**src/hdl/ssc_pkg.sv**
```systemverilog
// Shared constants and types for the subset-sum counter.
`default_nettype none

package ssc_pkg;

    // Default sizing of the count row.
    localparam int DEF_MAX_SUM    = 1023;
    localparam int DEF_COUNT_BITS = 32;

    // Fixed field widths.
    localparam int TARGET_W = 10;
    localparam int ELEM_W   = 16;
    localparam int OUT_W    = 32;

    // Per-item flags handed from the front to the back through the queue.
    typedef struct packed {
        logic skip;   // element exceeds the target, row update is skipped
        logic last;   // final element of the set, result follows
    } ssc_flags_t;

    localparam int FLAGS_W = $bits(ssc_flags_t);

endpackage : ssc_pkg

`default_nettype wire

```
**src/hdl/ssc_front.sv**
```systemverilog
// Front end: target register, input handshake and element classification.
`default_nettype none

module ssc_front
    import ssc_pkg::*;
#(
    parameter int MAX_SUM = DEF_MAX_SUM,
    localparam int IDX_W  = $clog2(MAX_SUM + 1)
) (
    input  wire logic                aclk,
    input  wire logic                aresetn,
    // configuration
    input  wire logic                cfg_valid,
    output logic                     cfg_ready,
    input  wire logic [TARGET_W-1:0] cfg_data,
    // element stream
    input  wire logic                s_tvalid,
    output logic                     s_tready,
    input  wire logic [ELEM_W-1:0]   s_tdata,
    input  wire logic                s_tlast,
    // back end is sweeping the row
    input  wire logic                hold,
    // queue push side
    output logic                     push_valid,
    input  wire logic                push_ready,
    output logic [IDX_W-1:0]         push_elem,
    output logic [IDX_W-1:0]         push_tgt,
    output ssc_flags_t               push_flags
);

    logic [TARGET_W-1:0] target_reg;
    logic [IDX_W-1:0]    eff_tgt;
    logic                tgt_clamp;

    assign cfg_ready = 1'b1;

    always_ff @(posedge aclk) begin
        if (!aresetn) begin
            target_reg <= '0;
        end else if (cfg_valid && cfg_ready) begin
            target_reg <= cfg_data;
        end
    end

    // Targets beyond the row are clamped to the last entry.
    assign tgt_clamp = (32'(target_reg) > 32'(MAX_SUM));
    assign eff_tgt   = tgt_clamp ? IDX_W'(MAX_SUM) : IDX_W'(target_reg);

    assign s_tready   = push_ready && !hold;
    assign push_valid = s_tvalid && s_tready;

    // Element index is only meaningful when the element fits under the target.
    assign push_elem       = IDX_W'(s_tdata);
    assign push_tgt        = eff_tgt;
    assign push_flags.skip = (32'(s_tdata) > 32'(eff_tgt));
    assign push_flags.last = s_tlast;

endmodule : ssc_front

`default_nettype wire

```
**config.mk**
```make
export PLATFORM = sky130hd
export DESIGN_NAME = ssc_front
export DESIGN_NICKNAME = d
export VERILOG_FILES = /design/src/hdl/ssc_pkg.sv /design/src/hdl/ssc_front.sv
export SDC_FILE = /design/constraint.sdc
export NUM_CORES = 1
export LEC_CHECK = 0
export CELL_PAD_IN_SITES_DETAIL_PLACEMENT = 0
export CELL_PAD_IN_SITES_GLOBAL_PLACEMENT = 1
export CORE_MARGIN = 4
export CORE_UTILIZATION = 36
export CTS_CLUSTER_DIAMETER = 80
export DETAILED_ROUTE_END_ITERATION = 10
export DONT_BUFFER_PORTS = 1
export GPL_TIMING_DRIVEN = 0
export HOLD_SLACK_MARGIN = 0.03
export PLACE_DENSITY_LB_ADDON = 0.1
export REMOVE_ABC_BUFFERS = 1
export SYNTH_ARGS = -nofsm -noshare
export SYNTH_HDL_FRONTEND = slang
export SYNTH_SLANG_ARGS = --single-unit
```
**constraint.sdc**
```tcl
create_clock -name aclk -period 1.8 [get_ports aclk]
set_input_delay 0.27 -clock aclk [delete_from_list [all_inputs] [get_ports aclk]]
set_output_delay 0.27 -clock aclk [all_outputs]
set_load 0.03 [all_outputs]
```
* Word-level counts from Yosys, hierarchy flattened
Index checks and enable logic that the tools add are counted.
Word-level totals: register bits 10, latch bits 0, RAM bits 0, bits in read-only memories 0, bits of input ports 33, output and inout port bits 25, word-level logic and storage cells 5, memories 0
Operators by class: add/subtract/negate cells 0, multipliers 0, divide/modulo/power cells 0, $lt $le $gt $ge 1, equal/unequal tests 0, shift-type cells 0, mux-type cells 0, bitwise logic cells 0, reduce and logical (&&, ||, !) cells 3
Operator list (count):
- $gt 16x10->1 | 1
- $logic_and 1x1->1 | 2
- $logic_not 1->1 | 1

* Longest topological paths before layout
depth in word-level cells 3, depth in mapped cells 6, depth with buffers taken out 6

* Least setup slack after synthesis
No wires, ideal clock.
path type register to output, start reg target_reg[5], in the netlist push_tgt[5], end out push_flags[1] (netlist bit), arrival 1876 ps, data required time 1530 ps, slack -346 ps, stages on the path, launching flop included 7, buffers on the path 0, cells stage by stage dfxtp_1 > inv_1 > ha_1 > a211oi_1 > nor2_1 > or4b_1 > o22a_1
RTL lines:
- start: declaration | line ssc_front.sv:31 | logic [TARGET_W-1:0] target_reg;
- start signal: assignment | line ssc_front.sv:41 | target_reg <= cfg_data;
- end: declaration | line ssc_front.sv:28 | output ssc_flags_t push_flags

==> impl_metrics.tcl <==
set metrics [dict create \
    status "complete, but fails checks" \
    violations "negative setup slack" \
    synthCells 84 \
    syn_avg_cell_area_um2 8.892 \
    arrival_ps 1940 \
    maxCapViolations 0 \
    powerDensity_nw_per_um2 662.5 \
    end_kind "output pin" \
    cts.path.max_buffers 2 \
    startpoint_type "register" \
    regToRegSetupSlack_ps 970 \
    overflow 0 \
    grt_use_total 0.1063 \
    path_max_fanout 3 \
    setup_viol 1 \
    dp_slack_ps -434.5 \
    synth.ff_latch_count 10 \
    cts_made_buffers 3 \
    fmax_ghz 0.4519 \
    cts_tree "built" \
    grt_max_degree 11 \
    die-area_um2 2868 \
    power.leakage_nw 0.3063 \
    syn-cell-area_um2 747.0 \
    synth_common_cells "buf_4 (12), nor2b_1 (12)" \
    critical_path_required_ps 1530 \
    min_period_over_period 1.229 \
    yosys_most_used_dff "dfxtp_1" \
    stdcell_count 101 \
    rows 16 \
    crit_path_cell_trace "inv_2 -> ha_4 -> a211oi_2 -> nor2_1 -> or4b_1 -> o22a_4" \
    finalSetupTns_ps -413.0 \
    die_height_um 53.55 \
    clockRootBuffer "clkbuf_4" \
    holdCritStartpoint "aresetn" \
    filler_cell_count 219 \
    antenna_cells 0 \
    fp.dieW_um 53.55 \
    io_buffers 0 \
    synthDistinctLibCells 20 \
    fin_skew_ps 0 \
    crit_start "push_tgt[5]" \
    synth_top_area_cell "dfxtp_1" \
    io_pins 58 \
    vdd_drop_max_uv 408.7 \
    max_stage_delay_ps 480 \
    coreArea_um2 1962 \
    drt_first_pass_iters 2 \
    finalWeightedCongestion 0.5982 \
    drt_iter0_markers 1 \
    place_inst 98 \
    async_flop_share 0 \
    slew_viol_final 0 \
    rsz0062_at_grt "true" \
    clk_latency_ps 250 \
    clkSlewWorstSetupHoldPaths_ps 60 \
    fin_nets 119 \
    totalWireLength_mm 1.429 \
    drive_gt1_frac 0.2162 \
    clock_sinks 10 \
    finalPower_mw 0.5106 \
    synth_area_leaders "dfxtp_1 (27%), ha_1 (17%), mux2i_1 (13%)" \
    max_slew_margin 0.5938 \
    holdWs_ps 139.2 \
    postRouteAntennaNets 0 \
    min_period_ps 2213 \
    synth_top_area_frac 0.2680 \
    ys_seq_area_frac 0.2680 \
    grt_pass1_wl_mm 2.097 \
    num_vias 490 \
    place_hpwl_mm 1.197 \
    cts.hold.buffers_added 0 \
    min_path_type "input pin to register" \
    final_area_um2 770.7 \
    cp_slowest_cell "or4b_1" \
    drc 0 \
    worstMarginPinSlew_ps 608.1 \
    post-route-util 0.3929 \
    area_growth_syn_to_layout_pct 3.183 \
    fin_ws_ps -413.0 \
    initial_utilization 0.3807 \
    viasPerCell 4.851 \
    synth_edf_count 0 \
    dpl-instance-area_um2 685.7 \
    wire_per_inst_um 14.15 \
    r2r_start "push_tgt[3]" \
    hold_violations 0 \
    h-tree-depth 1 \
    grt_pass1_vias 501 \
    largest_register_ff_count 10 \
    ys.warnings.count 0 \
    crit_type "register to output pin" \
    antenna_found_initial 0 \
]
==> layer usage <==
layer | vias up | wire [um] | GRT usage
li1 | 251 | - | -
met1 | 207 | 584 | 0.1256
met2 | 30 | 642 | 0.1490
met3 | 2 | 192 | 0.04709
met4 | 0 | 10 | 0.08085
met5 | - | 0 | 0
==> critical path: cells and delay by family (launching register included) <==
kind                       cells  cell delay (ps)
buffers and inverters          1               60
adders and majority gates      1              210
AOI/OAI and AO/OA              2              460
and+or+nand+nor                2              550
DFF                            1              410
==> kinds of logic (layout without fill, tap and decap cells) <==
logic type      after synthesis  count (layout)  synth area share
other cells                   1               1          0.005020
simple gates                 22              22            0.1826
fa+ha+maj                    10              10            0.1675
mux                          10              10            0.1340
buf+inv                      23              13            0.1776
flops                        10              10            0.2680
compound gates                8               8           0.06533
==> placed cells by master (no fill, tap or decap) <==
master	instances
nor2b_1	12
mux2i_1	10
inv_1	9
ha_1	8
dfxtp_4	5
dfxtp_1	4
a21oi_1	3
clkbuf_4	3
nor2_1	2
nand2_1	2
nand4_1	2
ha_4	2
inv_2	1
nor4_2	1
a21oi_2	1
nor3_1	1
o211ai_1	1
a211oi_2	1
o21ai_1	1
or4b_1	1
o22a_4	1
and2_1	1
conb_1	1
dfxtp_2	1
==> final timing paths <==
path                   endpoint  cells past startpoint
setup / recovery  push_flags[1]                      6
hold / removal      push_tgt[9]                      1
setup reg to reg    push_tgt[3]                      2
hold reg to reg     push_tgt[7]                      2
==> where the power goes <==
group / internal [mW] / switching [mW]
clock: 0.0767 / 0.0669
sequential: 0.233 / 0.0386
combinational: 0.0498 / 0.0458
total: 0.359 / 0.151
==> area by class of cell <==
type                    instances  area (um^2)  share of cell area
clock buffers                   3        22.52             0.02922
inverters                      10        37.54             0.04870
multi-input cells              51        456.7              0.5925
flip-flops and latches         10        220.2              0.2857
well taps                      27        33.78             0.04383
==> what timing repair did <==
| item | in CTS | in global routing |
|---|---|---|
| setup buffers | 0 | 0 |
| endpoints found under the setup margin | 1 | 1 |
| gates resized for setup | 14 | 5 |
| pin swaps | 1 | 2 |
Note: power is estimated with default switching activity, not from simulation.
