### config.mk
export PLATFORM = sky130hd
export DESIGN_NAME = ssc_queue
export DESIGN_NICKNAME = d
export VERILOG_FILES = /design/src/hdl/ssc_pkg.sv /design/src/hdl/ssc_queue.sv
export SDC_FILE = /design/constraint.sdc
export NUM_CORES = 1
export LEC_CHECK = 0
export BUFFER_PORTS_ARGS = -buffer_cell sky130_fd_sc_hd__clkbuf_2
export CAP_MARGIN = 20
export CORE_UTILIZATION = 55
export CTS_CLUSTER_SIZE = 8
export DETAILED_ROUTE_END_ITERATION = 8
export HOLD_SLACK_MARGIN = 0.02
export PLACE_DENSITY = 0.83
export SYNTH_ARGS = -nofsm -noshare
export SYNTH_HDL_FRONTEND = slang
export SYNTH_SLANG_ARGS = --single-unit
### constraint.sdc
create_clock -name aclk -period 4.3 [get_ports aclk]
set_input_delay 0.86 -clock aclk [delete_from_list [all_inputs] [get_ports aclk]]
set_output_delay 0.86 -clock aclk [all_outputs]
set_load 0.02 [all_outputs]
### src/hdl/ssc_pkg.sv
// Shared constants and types for the subset-sum counter.
`default_nettype none

package ssc_pkg;

    // Default sizing of the count row.
    localparam int DEF_MAX_SUM    = 1023;
    localparam int DEF_COUNT_BITS = 32;

    // Fixed field widths.
    localparam int TARGET_W = 10;
    localparam int ELEM_W   = 16;
    localparam int OUT_W    = 32;

    // Per-item flags handed from the front to the back through the queue.
    typedef struct packed {
        logic skip;   // element exceeds the target, row update is skipped
        logic last;   // final element of the set, result follows
    } ssc_flags_t;

    localparam int FLAGS_W = $bits(ssc_flags_t);

endpackage : ssc_pkg

`default_nettype wire

### src/hdl/ssc_queue.sv
// Two-entry queue between the front end and the row sequencer.
`default_nettype none

module ssc_queue
    import ssc_pkg::*;
#(
    parameter int WIDTH = 2 * ELEM_W + FLAGS_W
) (
    input  wire logic             aclk,
    input  wire logic             aresetn,
    input  wire logic             in_valid,
    output logic                  in_ready,
    input  wire logic [WIDTH-1:0] in_data,
    output logic                  out_valid,
    input  wire logic             out_ready,
    output logic [WIDTH-1:0]      out_data
);

    logic [WIDTH-1:0] slot_reg [2];
    logic             wr_ptr_reg;
    logic             rd_ptr_reg;
    logic [1:0]       cnt_reg;
    logic             do_push;
    logic             do_pop;

    assign in_ready  = (cnt_reg != 2'd2);
    assign out_valid = (cnt_reg != 2'd0);
    assign out_data  = slot_reg[rd_ptr_reg];
    assign do_push   = in_valid && in_ready;
    assign do_pop    = out_valid && out_ready;

    always_ff @(posedge aclk) begin
        if (do_push) begin
            slot_reg[wr_ptr_reg] <= in_data;
        end
    end

    always_ff @(posedge aclk) begin
        if (!aresetn) begin
            wr_ptr_reg <= 1'b0;
            rd_ptr_reg <= 1'b0;
            cnt_reg    <= 2'd0;
        end else begin
            if (do_push) begin
                wr_ptr_reg <= !wr_ptr_reg;
            end
            if (do_pop) begin
                rd_ptr_reg <= !rd_ptr_reg;
            end
            unique case ({do_push, do_pop})
                2'b10:   cnt_reg <= cnt_reg + 2'd1;
                2'b01:   cnt_reg <= cnt_reg - 2'd1;
                default: cnt_reg <= cnt_reg;
            endcase
        end
    end

endmodule : ssc_queue

`default_nettype wire

; Word level (Yosys, flattened, before mapping)
; Memories as Yosys holds them, arrays and structs flattened. A register that Yosys moved wholly into a read port is not among the register bits.
; Cells that the tools add are included.
; Widths: inputs -> output; s select.
[totals]
elab_cells = 20
mem_bits_rw = 68
inputBits = 38
regBits = 4
mem_count = 1
[classes]
n_mux = 5
reduce_logical = 6
n_addsub = 2
n_eq_ne = 3
[memory_table]
columns = name, depth, width, read_ports, rd_clocked_by_memory_dff, write_ports, line
row1 = slot_reg, 2, 34, 1, 1, 1, ssc_queue.sv:19  ; logic [WIDTH-1:0] slot_reg [2];
[ops]
columns = operator, count
row1 = $mux 1, 4
row2 = $pmux 2 s2, 1
row3 = $reduce_bool 2->1, 2
row4 = $add 2x1->2 const B, 1
row5 = $eq 2x1->1 const B, 1
row6 = $eq 2x2->1 const B, 1
row7 = $logic_and 1x1->1, 2
row8 = $logic_not 1->1, 2
row9 = $ne 2x2->1 const B, 1
row10 = $sub 2x1->2 const B, 1

; Longest topological paths before layout
; Gate-level depths: netlist of the first run.
[depth]
ltp_word = 4
mapped_depth = 6

; Least setup slack after synthesis of the first run
; No wires, ideal clock.
[synth_timing]
path_type = input port to flip-flop
from = input in_valid
to = memory slot_reg[1][0] (netlist name), enable pin
path_buffers = 0
required_time_ns = 3.906
t_arrival_ns = 1.739
setup_slack_ns = 2.167
path_stages = 1
cell_sequence = and3_1
[synth_between]
elab_chain_len = 3
[synth_rtl]
columns = item, line
row1 = start: declaration, ssc_queue.sv:11  ; input wire logic in_valid,
row2 = $logic_and 1x1->1, ssc_queue.sv:29  ; assign do_push = in_valid && in_ready;
row3 = $mux 1, ssc_queue.sv:33  ; if (do_push) begin
row4 = $mux 1 (not written as such), ssc_queue.sv:34  ; slot_reg[wr_ptr_reg] <= in_data;
row5 = end: declaration, ssc_queue.sv:19
; Every way passes these cells.

==> results.txt, run 1 <==
- Run status: finished clean
- Final cell utilization of the core: 69.8%
* WL final: 4580 microns
- Vert. Die Dim: slightly above 70 microns
* Total GRT Usage: between 10% and 20%
- Before antenna repair, the detailed router went through 6 iterations.
* Final RePlAce weighted congestion: 0.687
- Required time at the worst-slack endpoint: about 3.4 ns
* H-tree levels: 3
- In this run the most used layer during global routing was met2.
- Area of the die: 5160 sq um
* Number of hold-repair buffers added at the cts stage: 0
- The count of nets left with antenna violations once routing finished came out at 0.
* Count of buffers from port buffering: 73
* Setup slack of the critical path after layout: around 1.5 ns
- For this run, the number of Yosys warnings is 0.
- Flip-flop count of the largest register, all copies and words added: a little under 70
- Portion of synthesized cell area occupied by the leading cell type: 76.2%
- For the worst-skew pair, the clock arrives at the later sink with an insertion delay of between 0.3 and 0.4 ns.
- Wire length of the first global-routing pass: 6930 microns
* Total power per unit cell area: between 600 and 700 nW/um^2
- Residual DRC: 0
- Placed cell count: between 200 and 300
- OpenSTA, run right after detailed placement, puts the worst setup slack at about 1.8 ns.
* Final cell count without fillers: 272
- Via density per instance: 5.19
- The tool flagged a number of max-cap violations equal to 0.
- Global routing used around 33% of the available met2 tracks.
- Once the floorplan was initialized, standard cells occupied 57.1% of the core.
- Number of antenna violations at the first check in global routing: 0
- Maximum frequency from static timing analysis: around 350 MHz
- Startpoint types: flip-flop
- For this design the top-level I/O count stands at 74.
- Number of nets produced by synthesis: 169
* Setup repair after global routing missed its margin: no
- Counting along the longest clock path gives a buffer depth of 2.
- Synthesis-to-layout area growth: 22.3%
- Buffers added to address setup during post-CTS repair amount to 0.
- Most common cell in the netlist: edfxtp_1
- In this run, synthesis inferred 68 flip-flops with an integrated enable.
- Global-route met1 utilization: between 20 and 25%
- Synthesis produced a netlist whose cell count is 130.
* Number of standard-cell rows in the floorplan: 25
- For this run the aggregate overflow at the end of global routing stands at 0.
- Largest net degree at the start of global routing: 35
- Top cells by count, synth: 68 x edfxtp_1, 34 x mux2_2, 5 x dfxtp_1
- CTS Root Buffer Type: clkbuf_8
* Final Hold Violating Endpoints: 0
- Via count of the first global-routing pass: 1449
- Clock transition at the register clock pins on the worst setup and hold paths after CTS: 0.07 ns
- CTS saw 73 sinks.
- Post-route minimum period: 2.85 ns
- The number of antenna diodes in the final layout is 0.
- Peak supply drop: around 0.34 mV
* Top cells by area in the synthesized netlist: edfxtp_1 76%, mux2_2 14%, dfxtp_1 3.7%
- The final route contains 1411 vias.
- CTS tree: built
- Dividing the detail-routed wire length by the instance count gives 16.8 microns.
- Setup violations remaining at the end of the flow were counted as 0.
- HPWL after detailed placement: 3180 microns
- Worst Path Max Fanout: 20
* Post-route clock skew: ~0.0072 ns
- Total leakage power: around 1.3 nW
- Sequential share of the synthesized area: 79.9%
* FFs w/ async S/R, synth: 0%
- The worst setup path is captured at an output port.
- Number of nets in the layout: ~250
* Number of distinct standard cells referenced by the synthesized netlist: 20
- In the final timing run, aggregate negative setup slack is 0 ns.
- After layout, the worst path uses about two thirds of the clock period.
- Buffers inserted during clock tree synthesis total 9.
- In this run, synthesis produced a sequential element count of 73.
- Slew @ Worst Pin: roughly 0.63 ns
- In the final layout, the share of cells above drive strength 1 is ~58%.
- In the synthesized netlist the dominant register cell turns out to be edfxtp_1.
- Core area: roughly 4700 sq um
- GR Layer Usage met3: under 10%
- The count of pins over their slew limit was 0.
* Post-synthesis instance area: roughly 2700 sq um
* Initial detailed-routing violation count: 107
- In this run the worst hold path is classified as reg2reg.
* Die extent in x: 71.8 microns
* Post-Synthesis Mean Instance Area: about 20 sq um
* Worst-case headroom to the max-slew limit: between 50% and 60%
- Area leader, netlist: edfxtp_1
* Setup CP Type: reg2out
- Data arrives at the worst endpoint at between 1.5 and 2 ns.
- Resize count post-CTS: 0
-- report_power, final --
part	switching (mW)	internal, mW
clock network	0.237	0.202
logic	0.356	0.255
registers	0.0530	0.899
total	0.646	1.36
-- critical path, stage by stage, from the launching register on --
cell and delay (ns):
dfxtp_1 0.72, buf_4 0.39, mux2_2 0.38, clkbuf_2 0.16
-- through the flow --
| step | power (mW) | cell area, sq um | hold slack, ns |
|---|---|---|---|
| final | 2.00 | 3280 | 0.530 |
| after global routing | 2.08 | 3280 | 0.588 |
| after CTS | 2.02 | 3280 | 0.534 |
| after detailed placement | 1.59 | 3120 | 0.523 |
| after global placement | 1.55 | 3120 | 0.491 |
| after floorplan | 1.39 | 2680 | 0.479 |
-- layout make-up --
class / instances / area [sq um]
clock inverter: 7 / 37.5
multi-input combinational: 52 / 514
sequential: 73 / 2140
clock buffer: 9 / 124
timing repair buffer: 76 / 388
inverter: 1 / 3.75
tap: 54 / 67.6
fill: 313 / 1420
-- logic make-up (layout without fill, tap and decap cells) --
family,count (synthesis),after routing,synth area share [%]
DFF,73,73,79.9
muxes,34,34,14.3
and+or+nand+nor,9,9,2.05
AOI/OAI and AO/OA,5,5,1.40
buffers and inverters,5,93,0.887
xor gates and xnor gates,3,3,0.981
adders and majority gates,1,1,0.467
-- worst paths after layout --
| kind | to | startpoint | slack, ns | cells past startpoint |
|---|---|---|---|---|
| max reg2reg | cnt_reg[1] | cnt_reg[0] | 2.68 | 5 |
| min | cnt_reg[1] | cnt_reg[1] | 0.53 | 2 |
| min reg2reg | cnt_reg[1] | cnt_reg[1] | 0.53 | 2 |
| max | out_data[6] | flip-flop | 1.45 | 3 |
-- placed cells by master (no fill, tap or decap), drive strengths merged --
| master | count |
|---|---|
| o21a | 1 |
| and2 | 1 |
| nor2b | 2 |
| edfxtp | 68 |
| or3 | 1 |
| clkinvlp | 2 |
| ha | 1 |
| buf | 3 |
| o21ai | 1 |
| dfxtp | 5 |
| inv | 1 |
| nand3b | 1 |
| a21boi | 2 |
| xnor2 | 3 |
| and3 | 1 |
| mux2 | 34 |
| clkinv | 5 |
| a21bo | 1 |
| or2 | 1 |
| nand2b | 1 |
| nand2 | 1 |
| clkbuf | 82 |
-- routing by layer --
metal	vias to the layer above	routed length [microns]	part of all wire, %
met3	10	236	5.2
met4	0	90	2.0
met2	48	2470	54
li1	672	-	-
met5	-	0	0
met1	681	1780	39
Note: power is estimated with default switching activity, not from simulation.
==> run 2: changes to the inputs <==
- CORE_UTILIZATION: 55 -> 46
- PLACE_DENSITY: 0.83 -> 0.74
- clock period: 4.3 -> 2.5 ns (I/O delays scaled with it)
==> results.txt, run 2 (synthesis results as in run 1) <==
- Run status: finished clean
* Final cell count without fillers: 293 (+7.7%)
- WL final: 4300 microns (-6.1%)
- Number of hold-repair buffers added at the cts stage: 0 (unchanged)
* Final max-slew violation count: 0 (unchanged)
- Residual DRC: 0 (unchanged)
* Peak supply drop: 0.559 mV (+62%)
* Final Hold Violating Endpoints: 0 (unchanged)
- Tightest Hold Check Type: in2reg
* Core area: 5570 sq um (+19%)
- The floorplan die width was 78.3 microns (+9.1%).
- Worst-case headroom to the max-slew limit: 67.4% (+9.4 points)
- The longest individual stage delay on the worst path is 0.39 ns (-0.33 ns).
- The total routing usage reported by global routing was 15.1% (-3.8 points).
* Worst R2R Path Depth: 3 (-2)
* Hold Path Origin: in_data[16]
- Count of buffers from port buffering: 73 (unchanged)
- TritonCTS built the clock tree.
* Total leakage power: 1.27 nW (+1.5%)
- Grouping stages by cell kind, the critical path spends the most delay in buffers and inverters.
* Ratio of final minimum period to clock period: roughly four fifths
- GRT overflow: 0 (unchanged)
- Sum of negative setup slack: 0 ns (unchanged)
* Clock insertion delay at the later pin of the skew report: 0.33 ns (about the same)
- The number of maximum-capacitance violations came to 0 (unchanged).
- The number of design-rule violations left by the first detailed-router iteration is 40 (-63%).
- Slew @ Worst Pin: 0.489 ns (-0.140 ns)
- Length of the first detailed-routing pass in iterations: 4 (-2)
* Area of the die: 6140 sq um (+19%)
- The ratio of cells with drive above 1 in the final layout came to 58.8% (+1.0 points).
- Total power per unit cell area: 1030 nW/um^2 (+69%)
* Number of standard-cell rows in the floorplan: 27 (+8.0%)
- The number of antenna-violating nets in the routed design came to 0 (unchanged).
* Synthesis-to-layout area growth: 24.0%
- Most common cell after layout, fill and taps aside: clkbuf_2
- The cell area after layout was 3320 sq um (+1.5%).
- R2R setup slack: 0.77 ns (-1.91 ns)
- HPWL after detailed placement: 2880 microns (-9.2%)
- The boundary pin count is 74 (unchanged).
- STA classifies the critical path endpoint as an output port.
- The root buffer cell chosen for the clock tree is clkbuf_8.
- The routed length per placed instance was 14.7 microns (-13%).
* Worst Path Max Fanout: 23 (+15%)
- Setup slack of the critical path after layout: 0.494 ns (-0.957 ns)
- The level count of the clock H-tree was 3 (unchanged).
- The number of stages on the worst hold path was 1 (-1).
* Setup CP Type: reg2out
- Arrival time reported for the critical path endpoint: 1.51 ns (-0.48 ns)
- The count of vias placed by the detailed router came to 1400 (-0.78%).
- The total buffers and inverters traversed by the critical path is 2 (unchanged).
- Wire length of the first global-routing pass: 6630 microns (-4.3%)
- Maximum frequency from static timing analysis: roughly 500 MHz
* Setup repair after global routing missed its margin: no
- Via count of the first global-routing pass: 1396 (-3.7%)
- The effective utilization at floorplan is 48.1% (-9.0 points).
- R2R Path End: slot_reg[1][31]
- CTS buffer count: 9 (unchanged)
* Overall power after layout: 3.44 mW (+72%)
- Post-route clock skew: 0.00751 ns (+0.000324 ns)
- The path with the worst hold slack has its endpoint at slot_reg[0][16].
- The slowest stage of the critical path belongs to the cell mux2_2.
* Flip-flop count of the largest register, all copies and words added: 68 (unchanged)
* Startpoint types: flip-flop
- Most used cells in the layout excluding fill and tap cells: 73 x clkbuf_2, 68 x edfxtp_1, 34 x mux2_2, 9 x clkbuf_8, 6 x buf_4
- The last weighted congestion value of the routability-driven placer is 0.707 (+3.0%).
* Largest net degree at the start of global routing: 24 (-31%)
* # diodes: 0 (unchanged)
- Startpoint of the worst-slack reg-to-reg timing path: cnt_reg[0]
- Via density per instance: 4.78 (-7.9%)
* Number of nets in the layout: 255 (+1.2%)
- The number of buffers on the longest clock path is 2 (unchanged).
* Sink count of the clock tree: 73 (unchanged)
* Setup WS pre-CTS: 0.741 ns (-1.05 ns)
- The signal on the critical path passes through buf_4 > mux2_2 > clkbuf_2.
- Placed cell count: 277 (+8.2%)
- Required time at the worst-slack endpoint: 2.00 ns (-1.44 ns)
- The height of the die came to 78.3 microns (+9.1%).
- For the finished layout, the period the worst path requires is around 2.0 ns.
- The initial antenna violation count was 0 (unchanged).
- Clock transition at the register clock pins on the worst setup and hold paths after CTS: 0.08 ns (about the same)
* Total setup buffers inserted after CTS: 0 (unchanged)
- Standard cell area after detailed placement: 3160 sq um (+1.5%)
* Count of final setup violators: 0 (unchanged)
- Final cell utilization of the core: 59.6% (-10 points)
- The count of cells resized by post-cts repair is 0 (unchanged).
- The worst hold slack came to 0.359 ns (-0.171 ns).
==> run 2: cell types whose count changed in the layout (fill, tap and decap cells not counted) <==
cell        delta
buf_4          +3
clkinv_1       -1
clkinvlp_4     -1
clkinv_4       +1
and3_2         +1
and3_1         -1
clkbuf_1       +1
==> run 2: worst max path at each step <==
| stage | startpoint | to | slack, ns | cells after the start |
|---|---|---|---|---|
| floorplan | cnt_reg[0] | slot_reg[1][0] | 0.48 | 2 |
| global placement | in_valid | slot_reg[1][2] | 0.78 | 3 |
| detailed placement | cnt_reg[0] | slot_reg[1][26] | 0.74 | 3 |
| CTS | flip-flop | out_data[22] | 0.46 | 3 |
| global route | flip-flop | out_data[22] | 0.40 | 3 |
| finish | flip-flop | out_data[22] | 0.49 | 3 |
==> run 2: metal layers <==
metal	global-route usage, %	part of all wire [%]	vias to the layer above
met4	8.89	1.6	0
met2	25.9	52	39
met1	18.1	44	675
met5	0	0	-
met3	2.44	3.0	7
li1	-	-	679
==> run 2: area by class of cell <==
cell class	instances	area [sq um]
fill	437	2250
sequential	73	2140
multi-input combinational	52	515
timing repair buffer	79	410
clock buffer	10	128
tap	72	90.1
clock inverter	6	35.0
inverter	1	3.75
==> run 2: report_power, final <==
part	switching, mW	internal [mW]	leakage, nW
Clock	0.397	0.353	0.0835
Combinational	0.633	0.455	0.514
Sequential	0.0540	1.55	0.677
==> run 3: changes to the inputs <==
- CORE_UTILIZATION: 46 -> 51
- PLACE_DENSITY: 0.74 -> 0.78
- clock period: 2.5 -> 2.1 ns (I/O delays scaled with it)
==> results.txt, run 3 (synthesis results as in run 1) <==
- The run finished with clean final reports.
- Buf+Inv Stages, Crit Path: 2 (unchanged)
* Total GRT Usage: 15.7% (+0.57 points)
- The height of the die is 74.5 microns (-4.9%).
- HPWL after detailed placement: 2620 microns (-9.0%)
* Top Ports: 74 (unchanged)
- Most used cells in the layout excluding fill and tap cells: 73 x clkbuf_2, 68 x edfxtp_1, 34 x mux2_2, 9 x clkbuf_8, 5 x dfxtp_1
- The remaining design rule violation count came to 0 (unchanged).
- The placeable core region came to 5070 sq um (-9.0%).
- Total leakage power: 1.26 nW (-0.92%)
- The floorplan die width came to 74.5 microns (-4.9%).
- The clock edge transition at the registers on the reported setup and hold paths was 0.07 ns (about the same).
* Critical path's top delay family: buffers and inverters
* Post-DRT Antenna Nets: 0 (unchanged)
- Worst-case headroom to the max-slew limit: 86.4% (+19 points)
- Worst-path cell with the longest stage delay: mux2_2
* Number of nets in the layout: 252 (-1.2%)
* Startpoint types: flip-flop
* Overall power after layout: 4.10 mW (+19%)
* Setup repair after global routing missed its margin: no
- Wire length of the first global-routing pass: 5940 microns (-10%)
* Standard cell area after detailed placement: 3170 sq um (+0.36%)
* Startpoint of the worst-slack reg-to-reg timing path: cnt_reg[0]
* Initial detailed-routing violation count: 60 (+50%)
- The number of global-route vias before repair is 1290 (-7.6%).
- The routed length per placed instance is 14.4 microns (-1.7%).
- The initial antenna violation count is 0 (unchanged).
- R2R setup slack: 0.49 ns (-0.28 ns)
* WL final: 4140 microns (-3.7%)
* Area of the die: 5550 sq um (-9.6%)
- The detail-routed via count per cell is 4.76 (-0.39%).
- Final RePlAce weighted congestion: 0.661 (-6.6%)
* Peak supply drop: 0.823 mV (+47%)
* Clock insertion delay at the later pin of the skew report: 0.33 ns (about the same)
- Largest net degree at the start of global routing: 35 (+46%)
* Initial core utilization: 52.8% (+4.7 points)
- The worst setup path is captured at an output port.
* Max-capacitance violation count: 0 (unchanged)
- Traced cell by cell, the critical path runs through buf_12 > mux2_2 > clkbuf_2.
- R2R Path End: cnt_reg[1]
- The number of detailed-routing iterations run before antenna repair was 5 (+1).
- The slew at the pin closest to its max-slew limit came to 0.204 ns (-0.285 ns).
- Most common cell after layout, fill and taps aside: clkbuf_2
* Crit path largest cell delay: 0.37 ns (-0.02 ns)
- Post-route clock skew: 0.00520 ns (-0.00232 ns)
- The number of buffers on the longest clock path is 2 (unchanged).
- Count of buffers from port buffering: 73 (unchanged)
- Area of the multi-input gates: 514 sq um (-0.24%)
- Final max-slew violation count: 0 (unchanged)
- The total length of routed met3 wires came to 232 microns (+78%).
* Sink count of the clock tree: 73 (unchanged)
- The row count came to 26 (-3.7%).
- Stages on worst setup path: 3 (unchanged)
* CTS tree: built
* Sum of negative setup slack: 0 ns (unchanged)
- The number of hold buffers added after cts was 0 (unchanged).
- The number of setup violations in the final report was 0 (unchanged).
* End point of the most critical hold path: slot_reg[0][3]
* Resize count post-CTS: 0 (unchanged)
* Final Hold Violating Endpoints: 0 (unchanged)
- Worst R2R Path Depth: 5 (+2)
- Hold Path Origin: in_data[3]
* H-tree levels: 3 (unchanged)
- CTS buffer count: 9 (unchanged)
- Ratio of final minimum period to clock period: between 80% and 90%
* Total met2 wirelength after detailed routing: 2050 microns (-7.7%)
- Tightest Hold Check Type: in2reg
* Required time at the worst-slack endpoint: 1.68 ns (-0.32 ns)
* Highest metal used: met4
- FF/Latch Area: 2140 sq um (unchanged)
- The power per cell area was 1230 nW/um^2 (+19%).
- Arrival time reported for the critical path endpoint: 1.44 ns (-0.07 ns)
- Worst Path Max Fanout: 34 (+48%)
- The ratio of cells with drive above 1 in the final layout was 57.1% (-1.7 points).
- Total setup buffers inserted after CTS: 0 (unchanged)
* Synthesis-to-layout area growth: 24.1% (about the same)
- Maximum frequency from static timing analysis: around 540 MHz
* Vias post-DR: 1366 (-2.4%)
* Summed area of non-filler cells in the final layout: 3330 sq um (about the same)
- The remaining global-route overflow was 0 (unchanged).
* Flip-flop count of the largest register, all copies and words added: 68 (unchanged)
- Post-route minimum period: between 1.5 and 2 ns
- Count of fill cells added during filler insertion: 382 (-13%)
* CTS Root Buffer Type: clkbuf_8
- The number of stages on the worst hold path was 1 (unchanged).
- The wire length on met1 is 1800 microns (-3.9%).
- Setup CP Type: reg2out
* # diodes: 0 (unchanged)
==> run 3: worst register-to-register path, delay by kind of cell, from the launching register on <==
family,cells,cell delay [ns]
and+or+nand+nor,3,0.65
DFF,1,0.41
adders and majority gates,1,0.33
AOI/OAI and AO/OA,1,0.15
==> run 3: power breakdown <==
group          switching, mW  internal [mW]  total [mW]
logic                  0.750          0.562        1.31
registers             0.0685           1.84        1.91
clock network          0.463          0.415       0.877
total                   1.28           2.82        4.10
==> run 3: area by class of cell <==
cell class                 instances  share of cell area, %
timing repair buffer              76                   12.8
tap                               70                   2.63
sequential                        73                   64.4
multi-input combinational         52                   15.5
clock buffer                      11                   3.95
inverter                           1                  0.113
clock inverter                     4                  0.640
==> run 3: stage by stage <==
stage                     utilization [%]  setup WS, ns  instances  hold WS (ns)
final                                65.5         0.239        287         0.272
after floorplan                         -        0.0840        130         0.479
after detailed placement             62.5         0.488        272         0.535
after global routing                 65.5         0.166        287         0.253
after CTS                            65.5         0.213        287         0.259
after global placement               62.5         0.579        272         0.504
==> run 3: worst max path at each step <==
stage	to	slack [ns]
after floorplan	slot_reg[1][0]	0.08
after global placement	out_data[22]	0.58
after detailed placement	cnt_reg[1]	0.49
after CTS	out_data[22]	0.21
after global routing	out_data[28]	0.17
final	out_data[22]	0.24
==> run 3: per-layer routing <==
layer | up-vias | global-route usage, %
met5 | - | 0
met4 | 0 | 8.18
met3 | 6 | 6.50
met2 | 40 | 24.2
met1 | 652 | 19.0
li1 | 668 | -
